$ cat src/falt_pkg.sv
// Shared types and constants of the failed-attempt lockout table.
`timescale 1ns / 1ps
package falt_pkg;

	localparam int SRC_W = 32;
	localparam int COUNT_W = 8;
	localparam int TIME_W = 40;
	localparam int CFG_W = 17;
	localparam int SEC_W = 17;
	localparam int MS_W = 27;
	localparam int DIVIDEND_W = 28;

	// Division by 1000 is a shift by three followed by an exact reciprocal
	// multiplication for 125, valid for every dividend below 2^28.
	localparam int DIV_PRE_SHIFT = 3;
	localparam int RECIP_SHIFT = 32;
	localparam int RECIP_W = 26;
	localparam longint unsigned DIV_ODD = 1000 >> DIV_PRE_SHIFT;

	localparam logic [MS_W-1:0] MS_PER_S = MS_W'(1000);
	localparam logic [DIVIDEND_W-1:0] ROUND_UP_MS = DIVIDEND_W'(999);
	localparam logic [TIME_W-1:0] TIME_MAX = {TIME_W{1'b1}};
	localparam logic [COUNT_W-1:0] COUNT_MAX = {COUNT_W{1'b1}};
	localparam logic [RECIP_W-1:0] DIV_RECIP =
		RECIP_W'(((64'd1 << RECIP_SHIFT) + DIV_ODD - 64'd1) / DIV_ODD);
	localparam logic [COUNT_W-1:0] MAX_ATTEMPTS_RESET = COUNT_W'(5);
	localparam logic [MS_W-1:0] LOCKOUT_MS_RESET = MS_W'(300 * 1000);

	localparam logic [0:0] REG_MAX_ATTEMPTS = 1'b0;
	localparam logic [0:0] REG_LOCKOUT_SECONDS = 1'b1;

	typedef enum logic [1:0] {
		CMD_FAIL = 2'd0,
		CMD_CLEAR = 2'd1,
		CMD_QUERY = 2'd2,
		CMD_TICK = 2'd3
	} cmd_t;

	typedef enum logic [2:0] {
		ST_INIT,
		ST_IDLE,
		ST_SCAN,
		ST_DECIDE,
		ST_DIV,
		ST_FINISH
	} state_t;

	typedef struct packed {
		logic valid;
		logic [SRC_W-1:0] source;
		logic [COUNT_W-1:0] count;
		logic locked;
		logic [TIME_W-1:0] deadline;
	} entry_t;

endpackage

$ cat src/falt_ram.sv
// Generic single-port-write, single-port-read RAM with registered read data.
`timescale 1ns / 1ps
module falt_ram #(
	parameter int WIDTH = 8,
	parameter int DEPTH = 16
) (
	input logic clk,
	input logic we,
	input logic [((DEPTH > 1) ? $clog2(DEPTH) : 1)-1:0] waddr,
	input logic [WIDTH-1:0] wdata,
	input logic [((DEPTH > 1) ? $clog2(DEPTH) : 1)-1:0] raddr,
	output logic [WIDTH-1:0] rdata
);

	logic [WIDTH-1:0] mem_q [DEPTH];

	always_ff @(posedge clk) begin
		if (we) begin
			mem_q[waddr] <= wdata;
		end
		rdata <= mem_q[raddr];
	end

endmodule

$ cat src/failed_attempt_lockout_table.sv
// Top level of the failed-attempt lockout table: sequencer, scan datapath and divider.
//
// Each accepted command word yields one result word. A tick skips the scan and goes from
// acceptance straight to ST_FINISH. Failure, clear and query commands scan the whole
// table through the single read port of the entry RAM, one entry per cycle, then pass
// through ST_DECIDE to ST_FINISH; when the reported entry is locked, a reciprocal
// multiplication that divides by 1000 turns the remaining milliseconds into seconds
// in ST_DIV. A new command is taken only once the previous one has been handed to
// the result register. After reset a clearing pass invalidates every entry before
// the first command is accepted; configuration writes are taken at any time.
`timescale 1ns / 1ps
module failed_attempt_lockout_table
	import falt_pkg::*;
#(
	parameter int TABLE_ENTRIES = 16
) (
	input logic clk,
	input logic arst_n,
	input logic cfg_we,
	input logic [0:0] cfg_index,
	input logic [CFG_W-1:0] cfg_data,
	input logic cmd_valid,
	output logic cmd_stall,
	input logic [1:0] command,
	input logic [SRC_W-1:0] source_id,
	output logic rsp_valid,
	input logic rsp_stall,
	output logic locked,
	output logic [SEC_W-1:0] remaining_seconds,
	output logic [COUNT_W-1:0] failure_count,
	output logic status
);

	localparam int IDX_W = (TABLE_ENTRIES > 1) ? $clog2(TABLE_ENTRIES) : 1;
	localparam int CNT_W = $clog2(TABLE_ENTRIES + 1);
	localparam logic [CNT_W-1:0] ENTRIES_CNT = CNT_W'(TABLE_ENTRIES);
	localparam logic [CNT_W-1:0] LAST_CNT = CNT_W'(TABLE_ENTRIES - 1);
	localparam logic [IDX_W-1:0] LAST_IDX = IDX_W'(TABLE_ENTRIES - 1);
	localparam int QUO_IN_W = DIVIDEND_W - DIV_PRE_SHIFT;
	localparam int PROD_W = QUO_IN_W + RECIP_W;

	state_t state_q, state_d;
	cmd_t cmd_q;
	logic [SRC_W-1:0] src_q;
	logic [TIME_W-1:0] now_q;
	logic [COUNT_W-1:0] max_q;
	logic [MS_W-1:0] lockout_ms_q;
	logic [CNT_W-1:0] cnt_q;
	logic rd_valid_s1;
	logic [IDX_W-1:0] rd_idx_s1;

	logic match_found_q;
	logic [IDX_W-1:0] match_idx_q;
	logic [COUNT_W-1:0] match_count_q;
	logic match_locked_q;
	logic [TIME_W-1:0] match_deadline_q;
	logic free_found_q;
	logic [IDX_W-1:0] free_idx_q;

	logic res_locked_q;
	logic [COUNT_W-1:0] res_count_q;
	logic res_status_q;
	logic [DIVIDEND_W-1:0] div_rem_q;
	logic [SEC_W-1:0] div_quo_q;

	logic rsp_valid_q;
	logic locked_q;
	logic [SEC_W-1:0] remaining_q;
	logic [COUNT_W-1:0] failure_count_q;
	logic status_q;

	logic ram_we;
	logic [IDX_W-1:0] ram_waddr;
	logic [IDX_W-1:0] ram_raddr;
	entry_t ram_wdata;
	entry_t rd_entry;

	logic accept;
	logic rsp_load;
	logic issue_read;
	logic scan_done;
	logic rd_stale;
	logic rd_live;
	logic cap_match;
	logic cap_free;
	logic fail_ok;
	logic [IDX_W-1:0] fail_idx;
	logic [COUNT_W-1:0] base_count;
	logic base_locked;
	logic [COUNT_W-1:0] new_count;
	logic new_locked;
	logic [TIME_W:0] dl_sum;
	logic [TIME_W-1:0] dl;
	logic [TIME_W-1:0] sat_left;
	logic [TIME_W-1:0] query_left;
	logic [DIVIDEND_W-1:0] fail_dividend;
	logic [DIVIDEND_W-1:0] query_dividend;
	logic [PROD_W-1:0] div_prod;
	logic [MS_W-1:0] cfg_lockout_ms;

	falt_ram #(
		.WIDTH($bits(entry_t)),
		.DEPTH(TABLE_ENTRIES)
	) u_entries (
		.clk(clk),
		.we(ram_we),
		.waddr(ram_waddr),
		.wdata(ram_wdata),
		.raddr(ram_raddr),
		.rdata(rd_entry)
	);

	assign cmd_stall = (state_q != ST_IDLE);
	assign accept = cmd_valid && !cmd_stall;
	assign rsp_load = (state_q == ST_FINISH) && (!rsp_valid_q || !rsp_stall);
	assign issue_read = (state_q == ST_SCAN) && (cnt_q < ENTRIES_CNT);
	assign scan_done = rd_valid_s1 && (rd_idx_s1 == LAST_IDX);
	assign ram_raddr = cnt_q[IDX_W-1:0];

	assign rd_stale = rd_entry.valid && (now_q >= rd_entry.deadline);
	assign rd_live = rd_entry.valid && (now_q < rd_entry.deadline);
	assign cap_match = rd_valid_s1 && !match_found_q && rd_live && (rd_entry.source == src_q);
	assign cap_free = rd_valid_s1 && !free_found_q && (!rd_entry.valid || rd_stale);

	assign fail_ok = match_found_q || free_found_q;
	assign fail_idx = match_found_q ? match_idx_q : free_idx_q;
	assign base_count = match_found_q ? match_count_q : '0;
	assign base_locked = match_found_q && match_locked_q;
	assign new_count = (base_count == COUNT_MAX) ? COUNT_MAX : base_count + COUNT_W'(1);
	assign new_locked = base_locked || (new_count >= max_q);
	assign dl_sum = {1'b0, now_q} + {{(TIME_W + 1 - MS_W){1'b0}}, lockout_ms_q};
	assign dl = dl_sum[TIME_W] ? TIME_MAX : dl_sum[TIME_W-1:0];
	assign sat_left = TIME_MAX - now_q;
	assign fail_dividend = (dl_sum[TIME_W] ? sat_left[DIVIDEND_W-1:0]
		: DIVIDEND_W'(lockout_ms_q)) + ROUND_UP_MS;
	assign query_left = match_deadline_q - now_q;
	assign query_dividend = query_left[DIVIDEND_W-1:0] + ROUND_UP_MS;

	assign div_prod = PROD_W'(div_rem_q[DIVIDEND_W-1:DIV_PRE_SHIFT]) * PROD_W'(DIV_RECIP);
	assign cfg_lockout_ms = MS_W'(cfg_data) * MS_PER_S;

	always_comb begin
		state_d = state_q;
		ram_we = 1'b0;
		ram_waddr = rd_idx_s1;
		ram_wdata = rd_entry;
		ram_wdata.valid = 1'b0;
		case (state_q)
			ST_INIT: begin
				ram_we = 1'b1;
				ram_waddr = cnt_q[IDX_W-1:0];
				ram_wdata = '0;
				if (cnt_q == LAST_CNT) begin
					state_d = ST_IDLE;
				end
			end
			ST_IDLE: begin
				if (accept) begin
					state_d = (cmd_t'(command) == CMD_TICK) ? ST_FINISH : ST_SCAN;
				end
			end
			ST_SCAN: begin
				if (rd_valid_s1) begin
					if (cmd_q == CMD_FAIL) begin
						ram_we = rd_stale;
					end else if (cmd_q == CMD_CLEAR) begin
						ram_we = rd_entry.valid && (rd_entry.source == src_q);
					end
				end
				if (scan_done) begin
					state_d = ST_DECIDE;
				end
			end
			ST_DECIDE: begin
				state_d = ST_FINISH;
				if (cmd_q == CMD_FAIL && fail_ok) begin
					ram_we = 1'b1;
					ram_waddr = fail_idx;
					ram_wdata = '{valid: 1'b1, source: src_q, count: new_count,
						locked: new_locked, deadline: dl};
					if (new_locked) begin
						state_d = ST_DIV;
					end
				end else if (cmd_q == CMD_QUERY && match_found_q && match_locked_q) begin
					state_d = ST_DIV;
				end
			end
			ST_DIV: begin
				state_d = ST_FINISH;
			end
			ST_FINISH: begin
				if (rsp_load) begin
					state_d = ST_IDLE;
				end
			end
			default: begin
				state_d = ST_IDLE;
			end
		endcase
	end

	always_ff @(posedge clk or negedge arst_n) begin
		if (!arst_n) begin
			state_q <= ST_INIT;
		end else begin
			state_q <= state_d;
		end
	end

	always_ff @(posedge clk or negedge arst_n) begin
		if (!arst_n) begin
			cnt_q <= '0;
			rd_valid_s1 <= 1'b0;
			now_q <= '0;
			max_q <= MAX_ATTEMPTS_RESET;
			lockout_ms_q <= LOCKOUT_MS_RESET;
			match_found_q <= 1'b0;
			free_found_q <= 1'b0;
			rsp_valid_q <= 1'b0;
		end else begin
			rd_valid_s1 <= issue_read;
			if (cfg_we) begin
				case (cfg_index)
					REG_MAX_ATTEMPTS: max_q <= cfg_data[COUNT_W-1:0];
					REG_LOCKOUT_SECONDS: lockout_ms_q <= cfg_lockout_ms;
					default: ;
				endcase
			end
			if (state_q == ST_INIT) begin
				cnt_q <= cnt_q + CNT_W'(1);
			end else if (accept) begin
				cnt_q <= '0;
			end else if (issue_read) begin
				cnt_q <= cnt_q + CNT_W'(1);
			end
			if (accept) begin
				match_found_q <= 1'b0;
				free_found_q <= 1'b0;
				if (cmd_t'(command) == CMD_TICK && now_q != TIME_MAX) begin
					now_q <= now_q + TIME_W'(1);
				end
			end else begin
				if (cap_match) begin
					match_found_q <= 1'b1;
				end
				if (cap_free) begin
					free_found_q <= 1'b1;
				end
			end
			if (rsp_load) begin
				rsp_valid_q <= 1'b1;
			end else if (!rsp_stall) begin
				rsp_valid_q <= 1'b0;
			end
		end
	end

	always_ff @(posedge clk) begin
		rd_idx_s1 <= cnt_q[IDX_W-1:0];
		if (accept) begin
			cmd_q <= cmd_t'(command);
			src_q <= source_id;
			res_locked_q <= 1'b0;
			res_count_q <= '0;
			res_status_q <= 1'b0;
			div_quo_q <= '0;
		end
		if (cap_match) begin
			match_idx_q <= rd_idx_s1;
			match_count_q <= rd_entry.count;
			match_locked_q <= rd_entry.locked;
			match_deadline_q <= rd_entry.deadline;
		end
		if (cap_free) begin
			free_idx_q <= rd_idx_s1;
		end
		if (state_q == ST_DECIDE) begin
			if (cmd_q == CMD_FAIL) begin
				if (fail_ok) begin
					res_count_q <= new_count;
					res_locked_q <= new_locked;
					div_rem_q <= fail_dividend;
				end else begin
					res_status_q <= 1'b1;
				end
			end else if (cmd_q == CMD_QUERY && match_found_q) begin
				res_count_q <= match_count_q;
				res_locked_q <= match_locked_q;
				div_rem_q <= query_dividend;
			end
		end
		if (state_q == ST_DIV) begin
			div_quo_q <= div_prod[RECIP_SHIFT+SEC_W-1:RECIP_SHIFT];
		end
		if (rsp_load) begin
			locked_q <= res_locked_q;
			remaining_q <= div_quo_q;
			failure_count_q <= res_count_q;
			status_q <= res_status_q;
		end
	end

	assign rsp_valid = rsp_valid_q;
	assign locked = locked_q;
	assign remaining_seconds = remaining_q;
	assign failure_count = failure_count_q;
	assign status = status_q;

endmodule

$ cat config.mk
export PLATFORM = sky130hd
export DESIGN_NAME = failed_attempt_lockout_table
export DESIGN_NICKNAME = d
export VERILOG_FILES = /design/src/falt_pkg.sv /design/src/falt_ram.sv /design/src/failed_attempt_lockout_table.sv
export SDC_FILE = /design/constraint.sdc
export NUM_CORES = 2
export LEC_CHECK = 0
export BUFFER_PORTS_ARGS = -buffer_cell sky130_fd_sc_hd__buf_2
export CORE_MARGIN = 3
export CORE_UTILIZATION = 50
export CTS_CLUSTER_DIAMETER = 40
export CTS_CLUSTER_SIZE = 24
export DETAILED_ROUTE_END_ITERATION = 10
export PLACE_DENSITY = 0.65
export SETUP_SLACK_MARGIN = 0.3
export SLEW_MARGIN = 0
export SYNTH_ARGS = -nofsm -noshare
export SYNTH_HDL_FRONTEND = slang
export SYNTH_HIERARCHICAL = 1
export SYNTH_SLANG_ARGS = --single-unit
export TNS_END_PERCENT = 50
$ cat constraint.sdc
create_clock -name clk -period 14.5 [get_ports clk]
set_input_delay 0 -clock clk [delete_from_list [all_inputs] [get_ports clk]]
set_output_delay 0 -clock clk [all_outputs]
set_load 0.05 [all_outputs]
# --- Word-level counts from Yosys, hierarchy flattened ---
# Memory sizes are Yosys's and may differ from the RTL's. A register that Yosys moved wholly into a read port is not among the register bits.
# Cells that the tools add are included.
totals:
  regBits: 249
  latch_bits: 0
  ramBits: 1312
  mem_bits_ro: 0
  inputBits: 57
  output_inout_bits: 29
  wordCells: 154
  mem_count: 1
classes:
  addsub: 8
  n_mul: 2
  n_div: 0
  n_lt_le_gt_ge: 4
  n_eq_ne: 20
  shift: 0
  n_mux: 53
  bitwise_logic: 1
  reduce_logical: 39
mem_list:
  columns: ["memory", "depth", "word_bits", "rd", "rd_clocked_by_memory_dff", "wr", "line", "text"]
  rows:
  - ["u_entries.mem_q", 16, 82, 1, 1, 1, "falt_ram.sv:15", "logic [WIDTH-1:0] mem_q [DEPTH];"]
ops:
  columns: ["cell", "n"]
  rows:
  - ["82-bit one-hot mux with 2 select lines", 1]
  - ["28-bit two-way mux", 4]
  - ["82-bit two-way mux", 1]
  - ["28-bit by 10-bit adder with 28-bit output, second input constant", 2]
  - ["8-bit two-way mux", 7]
  - ["25-bit by 26-bit multiplier with 49-bit output, second input constant", 1]
  - ["40-bit by 27-bit adder with 41-bit output", 1]
  - ["40-bit by 1-bit adder with 40-bit output, second input constant", 1]
  - ["40-bit >= comparator", 1]
  - ["40-bit < comparator", 1]
  - ["40-bit two-way mux", 1]
  - ["40-bit inequality test, second input constant", 1]
  - ["17-bit two-way mux", 2]
  - ["32-bit == test", 1]
  - ["28-bit subtractor", 1]
  - ["28-bit subtractor, first input constant", 1]
  - ["17-bit by 7-bit multiplier with 24-bit output, second input constant", 1]
  - ["1-bit two-way mux", 23]
  - ["3-bit two-way mux", 6]
  - ["3-bit one-hot mux with 6 select lines", 1]
  - ["1-bit logical AND", 17]
  - ["5-bit two-way mux", 3]
  - ["2-bit inequality test, second input constant", 5]
  - ["8-bit by 1-bit adder with 8-bit output, second input constant", 1]
  - ["26 further kinds", 43]

# --- Longest topological paths before layout ---
depth:
  word_depth: 8
  mapped_depth: 23
  depth_no_buf: 23

# --- Cells and area by module ---
# Netlist, hierarchy kept.
modules_own_cells:
  columns: ["mod", "instances", "cells_per_inst", "area_per_inst_um2", "seq_area_each_um2"]
  rows:
  - ["falt_ram", 1, 2103, 50683.6, 41039.4]
  - ["failed_attempt_lockout_table", 1, 2850, 27756.6, 6839.1]

# --- Worst setup path after synthesis ---
# OpenSTA, ideal clock, no wires.
synth_timing:
  path_type: "register to register"
  start: "register now_q[39]"
  end: "memory u_entries/mem_q[0][0] (netlist bit) (enable)"
  setup_time_ns: 0.623
  arrival_time_ns: 8.607
  required_time_ns: 13.877
  slack_ns: 5.270
  path_stages_with_launch: 12
  n_path_buf: 0
  synth_period_minus_slack_ns: 9.230
  cell_sequence: "dfrtp_1 > ha_1 > nand4_1 > or3_1 > nand2b_1 > or4_1 > nor2_1 > o31a_1 > nor2_1 > o21ai_0 > or3b_2 > nor3_1"
synth_via:
  elab_chain_len: 7
synth_lines:
  columns: ["item", "line", "text"]
  rows:
  - ["start, declared", "failed_attempt_lockout_table.sv:45", "logic [TIME_W-1:0] now_q;"]
  - ["start signal, assigned", "failed_attempt_lockout_table.sv:240", "now_q <= now_q + TIME_W'(1);"]
  - ["40-bit >= comparator", "failed_attempt_lockout_table.sv:120", "assign rd_stale = rd_entry.valid && (now_q >= rd_entry.deadline);"]
  - ["1-bit logical AND", "failed_attempt_lockout_table.sv:120", null]
  - ["1-bit two-way mux", "failed_attempt_lockout_table.sv:164", "if (cmd_q == CMD_FAIL) begin"]
  - ["1-bit two-way mux", "failed_attempt_lockout_table.sv:163", "if (rd_valid_s1) begin"]
  - ["1-bit one-hot mux with 3 select lines", "failed_attempt_lockout_table.sv:148", "case (state_q)"]
  - ["via ram_we", "failed_attempt_lockout_table.sv:72", "logic ram_we;"]
  - ["1-bit two-way mux", "falt_ram.sv:18", "if (we) begin"]
  - ["1-bit two-way mux (not written as such)", "falt_ram.sv:19", "mem_q[waddr] <= wdata;"]
  - ["end, declared", "falt_ram.sv:15", null]
# The timed path passes the listed nets, and every way through them passes these cells.

# --- Final worst setup path ---
layout_timing:
  start: "register div_rem_q[25]"
  end: "register div_quo_q[8] (data pin)"
layout_via:
  elab_chain_len: 2
layout_lines:
  columns: ["item", "line", "text"]
  rows:
  - ["start, declared", "failed_attempt_lockout_table.sv:63", "logic [DIVIDEND_W-1:0] div_rem_q;"]
  - ["start signal, assigned", "failed_attempt_lockout_table.sv:282", "div_rem_q <= fail_dividend;"]
  - ["start signal, assigned", "failed_attempt_lockout_table.sv:289", "div_rem_q <= query_dividend;"]
  - ["25-bit by 26-bit multiplier with 49-bit output", "failed_attempt_lockout_table.sv:139", "assign div_prod = PROD_W'(div_rem_q[DIVIDEND_W-1:DIV_PRE_SHIFT]) * PROD_W'(DIV_RECIP);"]
  - ["17-bit two-way mux", "failed_attempt_lockout_table.sv:292", "if (state_q == ST_DIV) begin"]
  - ["end signal, assigned", "failed_attempt_lockout_table.sv:293", "div_quo_q <= div_prod[RECIP_SHIFT+SEC_W-1:RECIP_SHIFT];"]
  - ["end, declared", "failed_attempt_lockout_table.sv:64", "logic [SEC_W-1:0] div_quo_q;"]
# Every way passes these cells.
# A chain may end at the register's enable or synchronous reset.

==> results by group <==
Yosys
  – Net count after synthesis: 5704
  – Post-synth design cell area: 78400 um^2
  – Portion of synthesized cell area occupied by the leading cell type: 55.9%
  – Gate count of the mapped netlist: 4953
  – Proportion of synthesized chip area in sequential cells: 61.0%
  – Register bit count reported by yosys: 1640
  – Count of flip-flops with a built-in enable after synthesis: 1460
  – Post-synthesis async set-or-reset flop share: 5.12%
  – Synth top area cells: edfxtp_1 56%, mux4_2 9.4%, ha_1 6.9%, fa_1 6.7%, dfxtp_1 2.5%
  – Count of cell types in the netlist: 77
  – Mapped Avg Cell Area: 15.8 um^2
  – Most used flip-flop cell after synthesis: edfxtp_1
  – Biggest area consumer among synthesized cells: edfxtp_1
  – Synthesis Warnings: 6

Die
  – Die span in x: 402 um
  – Boundary Pins: 86
  – Number of cell rows: 144
  – Overall die height: 402 um
  – Core box area: 155000 um^2
  – Initial Utilization: 50.6%
  – Full die area: 162000 um^2

Drt
  – Antenna Nets Post-Route: 0
  – Detailed Routing Iterations Pass 1: 5
  – Count of unresolved DRC violations after routing: 0
  – Final Routed Wirelength: 194000 um
  – Total vias in the final route: 43900
  – Number of design-rule violations left by the first detailed-router iteration: 3913
  – Per-cell via count in the routed design: 5.90
  – Routed length per placed instance: 26.0 um

Critical path
  – Highest net fanout along the worst path: 8
  – Startpoint of the worst register-to-register path: div_rem_q[25]$_DFFE_PP_
  – Register-to-register path setup slack: 6.95 ns
  – Beginning of the critical path: div_rem_q[25]$_DFFE_PP_
  – CP endpoint kind: flip-flop
  – Startpoint Class: flip-flop
  – Critical path data required time: 15.03 ns
  – Critical Path AT: 8.09 ns
  – Worst setup path category: reg -> reg

Finish
  – Growth of design area from synthesis to finish: 13.6%
  – Highest-count cells in the layout ignoring fill and taps: 1460 x edfxtp_1, 494 x inv_1, 431 x ha_1
  – Ratio of cells with drive above 1 in the final layout: 17.5%
  – Final std cell area, no fill: 89100 um^2
  – Net count reported at finish: 5988
  – Final cell count without fillers: 7447
  – Most frequent standard cell in the layout excluding fill and tap cells: edfxtp_1

Hold path
  – Hold path startpoint: cfg_data[16]
  – Worst hold-check path type: in -> reg

Placed design
  – HPWL after DPL: 119000 um
  – Total cell area at the placement stage: 81600 um^2
  – Routability cong.: 0.892
  – Number of placed instances with taps included: 7008
  – Count of input and output buffers: 85

Global routing
  – Sum of overflow across all layers after global routing: 0
  – Largest net degree at the start of global routing: 103
  – First-pass GRT wire length: 290000 um
  – Number of antenna violations at the first check in global routing: 6
  – Vias in the first global route: 44400
  – Overall Global Routing Usage: 24.1%

STA
  – Setup repair after global routing missed its margin: no
  – Final Hold Slack: 0.0325 ns
  – Minimum period implied by the final worst setup slack: 7.55 ns
  – Total Neg Setup Slack: 0 ns
  – Total of endpoints with negative setup slack in the final report: 0
  – Clock Skew: 0.0744 ns
  – Worst Max-Slew Pin Slew: 1.29 ns
  – Final max-slew violation count: 0
  – Highest Clock Rate: 132 MHz
  – Final Cycle Share: 52.1%
  – Number of hold violations in the final report: 0
  – Worst slew margin: 13.4%

Clock tree
  – Sink count of the clock tree: 1640
  – Maximum level of the CTS H-tree: 4
  – Post-CTS clock slew at the launch and capture registers of the worst setup and hold paths: 0.06 ns
  – Insertion delay of the later-clocked pin in the worst-skew pair: 0.84 ns
  – Clock Tree Buf Depth: 3
  – CTS tree: done
  – Root cell of the clock tree: clkbuf_16
  – Total clock buffers created by CTS: 187
  – Post_cts resized: 0

Power and ir drop
  – Leakage power total: 33.3 nW
  – IR Drop Worst-Case VDD: 0.153 mV
  – Pwr/cell area: 195 nW/um^2

Status
  – Status: finished, final reports clean

Job
  – Number of max-capacitance violations reported: 0
==> cell usage after synthesis (all sizes together) (6+ instances only) <==
library cell  count
a211oi           13
a21o             47
a21oi           120
a221o             7
a221oi            7
a22oi           171
a31oi            33
and2             13
and3             13
and4             14
buf              65
clkbuf          117
dfrtp            74
dfstp            10
dfxtp            96
edfxtp         1460
fa              263
ha              431
inv             495
mux2              9
mux2i            13
mux4            328
nand2           299
nand2b           25
nand3           100
nand4            37
nor2            146
nor2b            13
nor3             43
nor4             16
o211ai           20
o21a             19
o21ai           111
o21bai           17
o31ai            24
or2              10
or3              12
or4               6
xnor2            97
xor2             87
==> report_power, final <==
group          leakage, nW  total [mW]  switching, mW  internal (mW)
Combinational         14.8        5.31           3.31           2.00
Clock                 3.22        4.95           2.16           2.79
Sequential            15.2        7.15          0.421           6.73
==> sequential cells by signal, indices dropped and copies added (netlist names), 5 cells and up <==
name and cells:
res_count_q 8, div_rem_q 25, match_deadline_q 28, src_q 32, div_quo_q 17, u_entries/rdata 82, now_q 40, max_q 8
cnt_q 5, match_count_q 8, u_entries/mem_q 1312, failure_count 8, lockout_ms_q 24, remaining_seconds 17
==> layer usage <==
metal	vias to the layer above	routed length [um]	global-route usage [%]
met2	1474	94500	39.3
li1	19300	-	-
met5	-	0	0
met3	282	12500	3.58
met4	0	5290	7.15
met1	22900	81300	34.0
==> final cells by class <==
cell class	instances	area (um^2)
Tap cell	2044	2560
Timing Repair Buffer	277	2100
Sequential cell	1640	47900
Clock inverter	153	1900
Antenna cell	2	5.00
Inverter	496	1860
Multi-Input combinational cell	2635	28000
Clock buffer	200	4810
Fill cell	11900	65800
==> per-stage QoR <==
step	setup WS, ns	total power, mW	utilization (%)
after global placement	7.06	12.5	52.6
after detailed placement	6.91	12.6	52.6
final	6.95	17.4	57.5
after CTS	6.94	17.6	57.5
after floorplan	5.27	10.8	-
after global routing	6.50	18.3	57.5
==> critical path, stage by stage (launching register included) <==
cell and delay, ns:
edfxtp_1 0.55, fa_1 0.59, inv_1 0.05, fa_1 0.46
fa_1 0.54, inv_1 0.05, fa_1 0.50, fa_1 0.55
inv_1 0.06, fa_1 0.50, fa_1 0.55, inv_1 0.04
ha_1 0.28, nand3_1 0.16, or4_1 0.60, a2111oi_0 0.42
a221o_1 0.37, o21ai_0 0.14, a21boi_0 0.24, nor2_1 0.10
o221ai_1 0.20, mux2_2 0.35
==> final timing paths <==
kind | end | depth (start not counted)
max | div_quo_q[8]$_SDFFCE_PN0P_ | 21
min | lockout_ms_q[26]$_DFFE_PN0P_ | 5
max reg2reg | div_quo_q[8]$_SDFFCE_PN0P_ | 21
min reg2reg | remaining_seconds[11]$_DFFE_PP_ | 0
max in group asynchronous | max_q[7]$_DFFE_PN0P_ | 4
min in group asynchronous | cnt_q[4]$_DFFE_PN0P_ | 4
==> timing repair <==
item,CTS,global route
hold buffers,84,0
buffers inserted,0,0
hold endpoints to repair,159,0
==> cell families (layout without fill, tap and decap cells) <==
logic type	count (synthesis)	after routing	share of synthesized area [%]
AO/OA/AOI/OAI	641	641	5.49
AND/OR/NAND/NOR	766	766	4.61
flip-flops	1640	1640	61.0
adder cells (fa/ha/maj)	694	694	13.6
XOR/XNOR	184	184	2.05
other	0	2	0
multiplexers	350	350	9.71
buffers and inverters	678	1126	3.51
No activity file was read; power rests on OpenSTA's default activity.
